File: src/hdl/fpd_pkg.sv
// fpd_pkg: shared types and constants for the flight phase detector
// stage codes, dwell limits, register indexes and reset values
// no dependencies
package fpd_pkg;

	localparam logic [2:0] PH_GROUND = 3'd0;
	localparam logic [2:0] PH_BOOST  = 3'd1;
	localparam logic [2:0] PH_COAST  = 3'd2;
	localparam logic [2:0] PH_DROGUE = 3'd3;
	localparam logic [2:0] PH_MAIN   = 3'd4;
	localparam logic [2:0] PH_LANDED = 3'd5;

	localparam logic [1:0] LOG_NONE   = 2'd0;
	localparam logic [1:0] LOG_FLIGHT = 2'd1;
	localparam logic [1:0] LOG_GROUND = 2'd2;

	localparam logic [31:0] DWELL_DROGUE_MS = 32'd5000;
	localparam logic [31:0] DWELL_MAIN_MS   = 32'd15000;
	localparam logic [31:0] DWELL_LAND_MS   = 32'd10000;
	localparam logic [31:0] DWELL_LANDED_MS = 32'd5000;

	// 3.28 ft per m in unsigned q3.16
	localparam logic [18:0] FEET_PER_M_Q16 = 19'd214958;

	localparam int unsigned CFG_IDX_W = 4;
	localparam logic [CFG_IDX_W-1:0] REG_LAUNCH_HEIGHT   = 4'd0;
	localparam logic [CFG_IDX_W-1:0] REG_LAUNCH_BARO     = 4'd1;
	localparam logic [CFG_IDX_W-1:0] REG_LAUNCH_ACCEL    = 4'd2;
	localparam logic [CFG_IDX_W-1:0] REG_COAST_ACCEL     = 4'd3;
	localparam logic [CFG_IDX_W-1:0] REG_MAIN_FEET       = 4'd4;
	localparam logic [CFG_IDX_W-1:0] REG_LANDING_HEIGHT  = 4'd5;
	localparam logic [CFG_IDX_W-1:0] REG_LANDING_SPEED   = 4'd6;
	localparam logic [CFG_IDX_W-1:0] REG_FLIGHT_TIMEOUT  = 4'd7;

	localparam logic [30:0] RST_LAUNCH_HEIGHT  = 31'd131072;
	localparam logic [30:0] RST_LAUNCH_BARO    = 31'd655360;
	localparam logic [30:0] RST_LAUNCH_ACCEL   = 31'd655360;
	localparam logic [30:0] RST_COAST_ACCEL    = 31'd655360;
	localparam logic [15:0] RST_MAIN_FEET      = 16'd700;
	localparam logic [30:0] RST_LANDING_HEIGHT = 31'd1310720;
	localparam logic [31:0] RST_LANDING_SPEED  = 32'd262144;
	localparam logic [31:0] RST_FLIGHT_TIMEOUT = 32'd600000;

	typedef struct packed {
		logic [30:0]        launch_height;
		logic [30:0]        launch_baro_height;
		logic [30:0]        launch_accel;
		logic [30:0]        coast_accel;
		logic [15:0]        main_height_feet;
		logic [30:0]        landing_height;
		logic signed [31:0] landing_speed;
		logic [31:0]        flight_timeout_ms;
	} cfg_t;

	typedef struct packed {
		logic [2:0]  phase;
		logic [31:0] launch_time;
		logic [31:0] last_change_time;
	} track_t;

	typedef struct packed {
		logic [31:0]        now_ms;
		logic signed [31:0] height;
		logic signed [31:0] vert_speed;
		logic signed [31:0] vert_accel;
		logic signed [31:0] baro_height;
	} sample_t;

	typedef struct packed {
		logic [2:0]  phase;
		logic [2:0]  beeps;
		logic [1:0]  log_mode;
		logic [31:0] since_launch_ms;
	} result_t;

endpackage

File: src/hdl/fpd_rules.sv
// fpd_rules: stage transition rules for one sensor sample, purely combinational
// depends on fpd_pkg
module fpd_rules (
	input  fpd_pkg::cfg_t    cfg,
	input  fpd_pkg::track_t  cur,
	input  fpd_pkg::sample_t smp,
	output fpd_pkg::track_t  nxt,
	output fpd_pkg::result_t res
);

	logic [31:0]        since;
	logic [31:0]        dwell;
	logic [32:0]        accel_mag;
	logic signed [50:0] feet_prod;
	logic signed [50:0] feet_limit;
	logic               go_boost;
	logic               go_coast;
	logic               go_drogue;
	logic               go_main;
	logic               go_landed;
	logic               go_ground;

	assign since = smp.now_ms - cur.launch_time;
	assign dwell = smp.now_ms - cur.last_change_time;

	// 33 bits so the most negative input has a magnitude
	assign accel_mag = smp.vert_accel[31] ? (33'd0 - {smp.vert_accel[31], smp.vert_accel})
	                                      : {1'b0, smp.vert_accel};

	assign feet_prod  = {{19{smp.height[31]}}, smp.height}
	                  * $signed({32'd0, fpd_pkg::FEET_PER_M_Q16});
	assign feet_limit = $signed({3'd0, cfg.main_height_feet, 32'd0});

	assign go_boost  = (cur.phase == fpd_pkg::PH_GROUND) &&
	                   ((smp.height > $signed({1'b0, cfg.launch_height})) ||
	                    ((smp.baro_height > $signed({1'b0, cfg.launch_baro_height})) &&
	                     (smp.vert_accel > $signed({1'b0, cfg.launch_accel}))));
	assign go_coast  = (cur.phase == fpd_pkg::PH_BOOST) &&
	                   (accel_mag < {2'd0, cfg.coast_accel});
	assign go_drogue = (cur.phase == fpd_pkg::PH_COAST) && smp.vert_speed[31] &&
	                   (dwell > fpd_pkg::DWELL_DROGUE_MS);
	assign go_main   = (cur.phase == fpd_pkg::PH_DROGUE) && (feet_prod < feet_limit) &&
	                   (dwell > fpd_pkg::DWELL_MAIN_MS);
	assign go_landed = (cur.phase == fpd_pkg::PH_MAIN) &&
	                   (smp.vert_speed < cfg.landing_speed) &&
	                   (smp.height < $signed({1'b0, cfg.landing_height})) &&
	                   (dwell > fpd_pkg::DWELL_LAND_MS);
	assign go_ground = ((cur.phase == fpd_pkg::PH_LANDED) && (dwell > fpd_pkg::DWELL_LANDED_MS))
	                || ((cur.phase != fpd_pkg::PH_GROUND) && (since > cfg.flight_timeout_ms));

	always_comb begin
		nxt = cur;
		res.beeps = 3'd0;
		res.log_mode = fpd_pkg::LOG_NONE;
		priority if (go_boost) begin
			nxt.phase = fpd_pkg::PH_BOOST;
			nxt.launch_time = smp.now_ms;
			nxt.last_change_time = smp.now_ms;
			res.beeps = fpd_pkg::PH_BOOST;
			res.log_mode = fpd_pkg::LOG_FLIGHT;
		end else if (go_coast) begin
			nxt.phase = fpd_pkg::PH_COAST;
			nxt.last_change_time = smp.now_ms;
			res.beeps = fpd_pkg::PH_COAST;
		end else if (go_drogue) begin
			nxt.phase = fpd_pkg::PH_DROGUE;
			nxt.last_change_time = smp.now_ms;
			res.beeps = fpd_pkg::PH_DROGUE;
		end else if (go_main) begin
			nxt.phase = fpd_pkg::PH_MAIN;
			nxt.last_change_time = smp.now_ms;
			res.beeps = fpd_pkg::PH_MAIN;
		end else if (go_landed) begin
			nxt.phase = fpd_pkg::PH_LANDED;
			nxt.last_change_time = smp.now_ms;
			res.beeps = fpd_pkg::PH_LANDED;
		end else if (go_ground) begin
			// return to ground keeps the last change time
			nxt.phase = fpd_pkg::PH_GROUND;
			res.log_mode = fpd_pkg::LOG_GROUND;
		end else begin
			nxt = cur;
		end
		res.phase = nxt.phase;
		res.since_launch_ms = since;
	end

endmodule

File: src/hdl/flight_phase_detector_core.sv
// flight_phase_detector_core: top level of the rocket flight stage detector
// holds config registers, input and result registers and the stage state
// depends on fpd_pkg and fpd_rules
//
// One sample request is taken per clock cycle while in_stall is low. Its result is offered on
// the output after the request passes the input register, then the result register. Throughput
// is one request per cycle while nothing stalls, set by the combinational rule evaluation that
// updates the stage, launch time and last change time.
// The input register holds a request while the result register is stalled, so in_stall
// rises only when both are full. Config writes are always ready and take effect at once;
// write them only while no request is in flight.
module flight_phase_detector_core (
	input  logic                               clk,
	input  logic                               arst_n,
	input  logic                               in_valid,
	output logic                               in_stall,
	input  logic [31:0]                        now_ms,
	input  logic signed [31:0]                 height,
	input  logic signed [31:0]                 vert_speed,
	input  logic signed [31:0]                 vert_accel,
	input  logic signed [31:0]                 baro_height,
	output logic                               out_valid,
	input  logic                               out_stall,
	output logic [2:0]                         phase,
	output logic [2:0]                         beeps,
	output logic [1:0]                         log_mode,
	output logic [31:0]                        since_launch_ms,
	input  logic                               cfg_valid,
	output logic                               cfg_ready,
	input  logic [fpd_pkg::CFG_IDX_W-1:0]      cfg_index,
	input  logic [31:0]                        cfg_data
);

	fpd_pkg::cfg_t    cfg_q;
	fpd_pkg::track_t  track_q;
	fpd_pkg::track_t  track_nxt;
	fpd_pkg::sample_t smp_s1;
	fpd_pkg::result_t res_nxt;
	fpd_pkg::result_t res_q;
	logic             valid_s1;
	logic             out_valid_q;
	logic             advance;
	logic             in_accept;

	assign cfg_ready = 1'b1;

	always_ff @(posedge clk or negedge arst_n) begin
		if (!arst_n) begin
			cfg_q.launch_height      <= fpd_pkg::RST_LAUNCH_HEIGHT;
			cfg_q.launch_baro_height <= fpd_pkg::RST_LAUNCH_BARO;
			cfg_q.launch_accel       <= fpd_pkg::RST_LAUNCH_ACCEL;
			cfg_q.coast_accel        <= fpd_pkg::RST_COAST_ACCEL;
			cfg_q.main_height_feet   <= fpd_pkg::RST_MAIN_FEET;
			cfg_q.landing_height     <= fpd_pkg::RST_LANDING_HEIGHT;
			cfg_q.landing_speed      <= fpd_pkg::RST_LANDING_SPEED;
			cfg_q.flight_timeout_ms  <= fpd_pkg::RST_FLIGHT_TIMEOUT;
		end else if (cfg_valid && cfg_ready) begin
			unique case (cfg_index)
				fpd_pkg::REG_LAUNCH_HEIGHT:  cfg_q.launch_height      <= cfg_data[30:0];
				fpd_pkg::REG_LAUNCH_BARO:    cfg_q.launch_baro_height <= cfg_data[30:0];
				fpd_pkg::REG_LAUNCH_ACCEL:   cfg_q.launch_accel       <= cfg_data[30:0];
				fpd_pkg::REG_COAST_ACCEL:    cfg_q.coast_accel        <= cfg_data[30:0];
				fpd_pkg::REG_MAIN_FEET:      cfg_q.main_height_feet   <= cfg_data[15:0];
				fpd_pkg::REG_LANDING_HEIGHT: cfg_q.landing_height     <= cfg_data[30:0];
				fpd_pkg::REG_LANDING_SPEED:  cfg_q.landing_speed      <= cfg_data;
				fpd_pkg::REG_FLIGHT_TIMEOUT: cfg_q.flight_timeout_ms  <= cfg_data;
				default: ;
			endcase
		end
	end

	// result register takes the sample when empty or being drained
	assign advance   = valid_s1 && (!out_valid_q || !out_stall);
	assign in_stall  = valid_s1 && !advance;
	assign in_accept = in_valid && !in_stall;

	always_ff @(posedge clk or negedge arst_n) begin
		if (!arst_n) begin
			valid_s1 <= 1'b0;
		end else if (in_accept) begin
			valid_s1 <= 1'b1;
		end else if (advance) begin
			valid_s1 <= 1'b0;
		end
	end

	always_ff @(posedge clk) begin
		if (in_accept) begin
			smp_s1.now_ms      <= now_ms;
			smp_s1.height      <= height;
			smp_s1.vert_speed  <= vert_speed;
			smp_s1.vert_accel  <= vert_accel;
			smp_s1.baro_height <= baro_height;
		end
	end

	fpd_rules u_rules (
		.cfg (cfg_q),
		.cur (track_q),
		.smp (smp_s1),
		.nxt (track_nxt),
		.res (res_nxt)
	);

	always_ff @(posedge clk or negedge arst_n) begin
		if (!arst_n) begin
			track_q.phase            <= fpd_pkg::PH_GROUND;
			track_q.launch_time      <= 32'd0;
			track_q.last_change_time <= 32'd0;
		end else if (advance) begin
			track_q <= track_nxt;
		end
	end

	always_ff @(posedge clk or negedge arst_n) begin
		if (!arst_n) begin
			out_valid_q <= 1'b0;
		end else if (advance) begin
			out_valid_q <= 1'b1;
		end else if (!out_stall) begin
			out_valid_q <= 1'b0;
		end
	end

	always_ff @(posedge clk) begin
		if (advance) begin
			res_q <= res_nxt;
		end
	end

	assign out_valid       = out_valid_q;
	assign phase           = res_q.phase;
	assign beeps           = res_q.beeps;
	assign log_mode        = res_q.log_mode;
	assign since_launch_ms = res_q.since_launch_ms;

	a_phase_range: assert property (@(posedge clk) disable iff (!arst_n)
		track_q.phase <= fpd_pkg::PH_LANDED)
		else $error("stage register out of range");

	a_beeps_match: assert property (@(posedge clk) disable iff (!arst_n)
		(out_valid_q && res_q.beeps != 3'd0) |-> (res_q.beeps == res_q.phase))
		else $error("beep count does not match new stage");

	a_ground_log: assert property (@(posedge clk) disable iff (!arst_n)
		(out_valid_q && res_q.log_mode == fpd_pkg::LOG_GROUND) |->
		(res_q.phase == fpd_pkg::PH_GROUND && res_q.beeps == 3'd0))
		else $error("return to ground with wrong stage or beeps");

	a_launch_time: assert property (@(posedge clk) disable iff (!arst_n)
		(advance && res_nxt.log_mode == fpd_pkg::LOG_FLIGHT) |=>
		(track_q.launch_time == track_q.last_change_time &&
		 track_q.phase == fpd_pkg::PH_BOOST))
		else $error("launch did not record launch time");

	a_state_hold: assert property (@(posedge clk) disable iff (!arst_n)
		!advance |=> $stable(track_q))
		else $error("stage state changed without a request");

endmodule
File: config.mk
export PLATFORM = sky130hd
export DESIGN_NAME = flight_phase_detector_core
export DESIGN_NICKNAME = d
export VERILOG_FILES = /design/src/hdl/fpd_pkg.sv /design/src/hdl/fpd_rules.sv /design/src/hdl/flight_phase_detector_core.sv
export SDC_FILE = /design/constraint.sdc
export NUM_CORES = 2
export LEC_CHECK = 0
export ABC_AREA = 0
export BUFFER_PORTS_ARGS = -buffer_cell sky130_fd_sc_hd__buf_2
export CAP_MARGIN = 0
export CORE_MARGIN = 5
export CORE_UTILIZATION = 58
export CTS_BUF_LIST = sky130_fd_sc_hd__clkbuf_4 sky130_fd_sc_hd__clkbuf_8
export CTS_CLUSTER_DIAMETER = 120
export DETAILED_ROUTE_END_ITERATION = 10
export PLACE_DENSITY_LB_ADDON = 0.12
export REMOVE_ABC_BUFFERS = 1
export SYNTH_ARGS = -nofsm -noshare
export SYNTH_HDL_FRONTEND = slang
export SYNTH_HIERARCHICAL = 1
export SYNTH_SLANG_ARGS = --single-unit
File: constraint.sdc
create_clock -name clk -period 9.3 [get_ports clk]
set_input_delay 1.86 -clock clk [delete_from_list [all_inputs] [get_ports clk]]
set_output_delay 1.86 -clock clk [all_outputs]
set_load 0.01 [all_outputs]
==> metrics.md <==
| Metric | Value |
|---|---|
| Initial antenna violation count | 9 |
| Drt drc | 0 |
| Synth area leaders | dfrtp_1 (18%), edfxtp_1 (15%), ha_1 (15%), fa_1 (14%), mux2_2 (9.3%) |
| Clock-pin slew on the worst setup and hold paths | 0.06 ns |
| Final clock skew | roughly 0.035 ns |
| HPWL Detailed | between 70 and 80 mm |
| First-pass GRT wire length | between 100 and 150 mm |
| Routed vias/inst | 5.49 |
| Number of synthesized flops with an enable pin | 200 |
| Flop-to-flop setup slack | 0.33 ns |
| Area share of the largest cell type after synthesis | roughly 18% |
| Yosys cell types | a little under 90 |
| Routability congestion estimate | roughly 0.92 |
| Layout cell share with drive strength beyond 1 | 23.1% |
| Power Density | ~400 mW/mm^2 |
| Post-synthesis sequential area ratio | 34.5% |
| # port buffers | 242 |
| Hold Fails Final Rpt | 0 |
| CTS tree | done |
| Reg2reg end | track_q[27] |
| Vias in the first global route | ~28k |
| Largest net degree at the start of global routing | about 130 |
| Die Y | roughly 270 um |
| Crit Path Category | reg -> reg |
| Total Die Area | between 0.07 and 0.08 mm^2 |
| Initial DRC count | 1523 |
| Final core utilization | 65.8% |
| Commonest cells in the netlist | inv_1 (780), ha_1 (477), mux2_2 (325) |
| Syn Area/Cell | 11.1 um^2 |
| Synth Flop Type | dfrtp_1 |
| Cells on worst reg2reg path | 39 |
| Total vias in the final route | 26.6k |
| Starting Density | 58.6% |
| Period utilisation layout | 96.4% |
| Synth area leader | dfrtp_1 |
| Root buf cell | clkbuf_8 |
| Num CTS Buffers | 88 |
| Total I/O pin count | roughly 240 |
| Initial DRT Pass Iterations | 5 |
| Grt ovf | 0 |
| Status | complete, no violations |
| Deepest clock path buffer count | 3 |
| DRT Wirelength | 95.6 mm |
| Worst Path Arrival | ~9.5 ns |
| Setup crit end kind | flip-flop |
| Critical path's slowest cell | fa_1 |
| Dpl cell area | about 0.042 mm^2 |
| Hold buffers post-CTS | 0 |
| Drt wl/cell | between 15 and 20 um |
| FMAX | around 110 MHz |
| CTS H-tree depth | 3 |
| Fraction of registers with async set or reset after synthesis | around three fifths |
| Crit path max fanout | 7 |
| Setup tns final | 0 ns |
| Most common cell in the synthesized netlist | inv_1 |
| Worst Hold Endpoint | cfg_q[68] |
| Core box area | slightly below 0.07 mm^2 |
| # nets final | ~4.8k |
| Synth warn | 6 |
| CP peak stage delay | around 0.53 ns |
| Area Overhead vs Synth | 12.2% |
| Total track usage | between 20% and 30% |
| Syn Std Cell Area | 0.0395 mm^2 |
| Peak VDD IR | 450 uV |
| Max Cap Viol | 0 |
| Slew Viols, Final | 0 |
| Hold depth | 1 |
| Clk sinks | approximately 500 |
| Critical path launch point type | flip-flop |
| Detail Route Antenna Nets | 0 |
| Hold Crit Start | cfg_q[68] |
| RR Startpoint | smp_s1[108] |
| Tmin final | 8.97 ns |
| Worst Tran Pin Value | around 1.0 ns |
| Die Width | 271 um |
| Hold Path Class | reg -> reg |
| Post-Layout Inst Area | 0.0443 mm^2 |
| Slew margin rel. | 30.3% |
| Critical Path Most Common Cell | fa_1 |
| Pleak | about 0.022 uW |
| Worst path required time | around 9.9 ns |
| Clock latency on the worst-skew pair | 0.69 ns |
| Final setup viols | 0 |
| Synth Instances | about 3.5k |
| Seq cells post-synth | 504 |
| Rows | 95 |
worst max-delay path by stage:
stage / start / endpoint / slack, ns
5_1_grt: smp_s1[108] / track_q[3] / -0.13
2_1_floorplan: smp_s1[103] / track_q[0] / 0.13
3_3_place_gp: smp_s1[108] / track_q[0] / 0.21
3_5_place_dp: smp_s1[108] / track_q[0] / -0.04
6_report: smp_s1[108] / track_q[27] / 0.33
4_1_cts: smp_s1[108] / track_q[3] / 0.007
registers in the layout, indices dropped and copies added, names as in the netlist:
name,count
cfg_q,235
phase,3
log_mode,2
beeps,3
valid_s1,1
track_q,67
out_valid,1
smp_s1,160
since_launch_ms,32
cells by family after synthesis:
family / share of synthesized area, %
buf+inv: 8.27
simple gates: 5.92
other cells: 0.00950
mux: 10.9
fa+ha+maj: 28.9
compound gates: 8.80
xor+xnor: 2.62
flops: 34.5
cells in the final DEF (no fill, tap or decap), types with 11 or more instances in the layout:
cell type  instances
a211oi_1          21
a21o_1           105
a21oi_1          111
and3_1            23
buf_2            241
buf_4             74
clkbuf_4          30
clkbuf_8         101
clkinv_2          19
dfrtp_1          280
dfstp_2           24
edfxtp_1         200
fa_1             272
ha_1             472
inv_1            778
mux2_2           325
mux2_4            38
nand2_1           95
nand2b_1          26
nand3_1           39
nand4_1           38
nor2_1            73
nor2b_1           27
nor3_1            31
o211ai_1          18
o21a_1            30
o21ai_0           83
o21ai_1           11
o21bai_1          11
o31ai_1           11
or3_1             15
xnor2_1           94
xor2_1            24
area by class of cell:
type / instances / area [um^2]
Inverter: 781 / 2930
Sequential cell: 504 / 13600
Multi-Input combinational cell: 2193 / 22800
Fill cell: 5303 / 23100
Timing Repair Buffer: 325 / 1940
Clock inverter: 34 / 310
Tap cell: 873 / 1090
Clock buffer: 131 / 1620
Antenna cell: 6 / 15.0
critical path, delay by kind of cell, from the launching register on:
family | cells | cell delay, ns
AOI/OAI and AO/OA | 13 | 2.72
adders and majority gates | 8 | 3.34
buffers and inverters | 9 | 1.04
DFF | 1 | 0.50
muxes | 2 | 0.57
and+or+nand+nor | 7 | 0.70
metrics by stage:
| step | hold slack, ns | worst slack [ns] | total power (uW) | std cells |
|---|---|---|---|---|
| floorplan | 0.443 | 0.126 | 11300 | 3478 |
| global placement | 0.462 | 0.214 | 14000 | 4658 |
| detailed placement | 0.477 | -0.0373 | 14200 | 4658 |
| CTS | 0.490 | 0.00744 | 16500 | 4823 |
| global route | 0.506 | -0.125 | 19000 | 4843 |
| finish | 0.481 | 0.332 | 17200 | 4847 |
metal layers:
layer / wire length, um / vias to the layer above / GRT usage [%]
li1: - / 12715 / -
met1: 42100 / 13056 / 34.9
met2: 44700 / 684 / 42.1
met3: 5790 / 164 / 5.11
met4: 2960 / 6 / 8.63
met5: 34 / - / 0
what timing repair did:
item	CTS	global route
pin swaps	0	7
gates resized for setup	1	37
setup buffers	0	15
setup endpoints to repair	6	38
cloned	0	3
power by group:
group          internal, uW  total, uW  switching [uW]
Clock                  1220       2200             985
Combinational          5220      11800            6570
Sequential             2920       3230             313
Power figures use the tool's default switching activity.
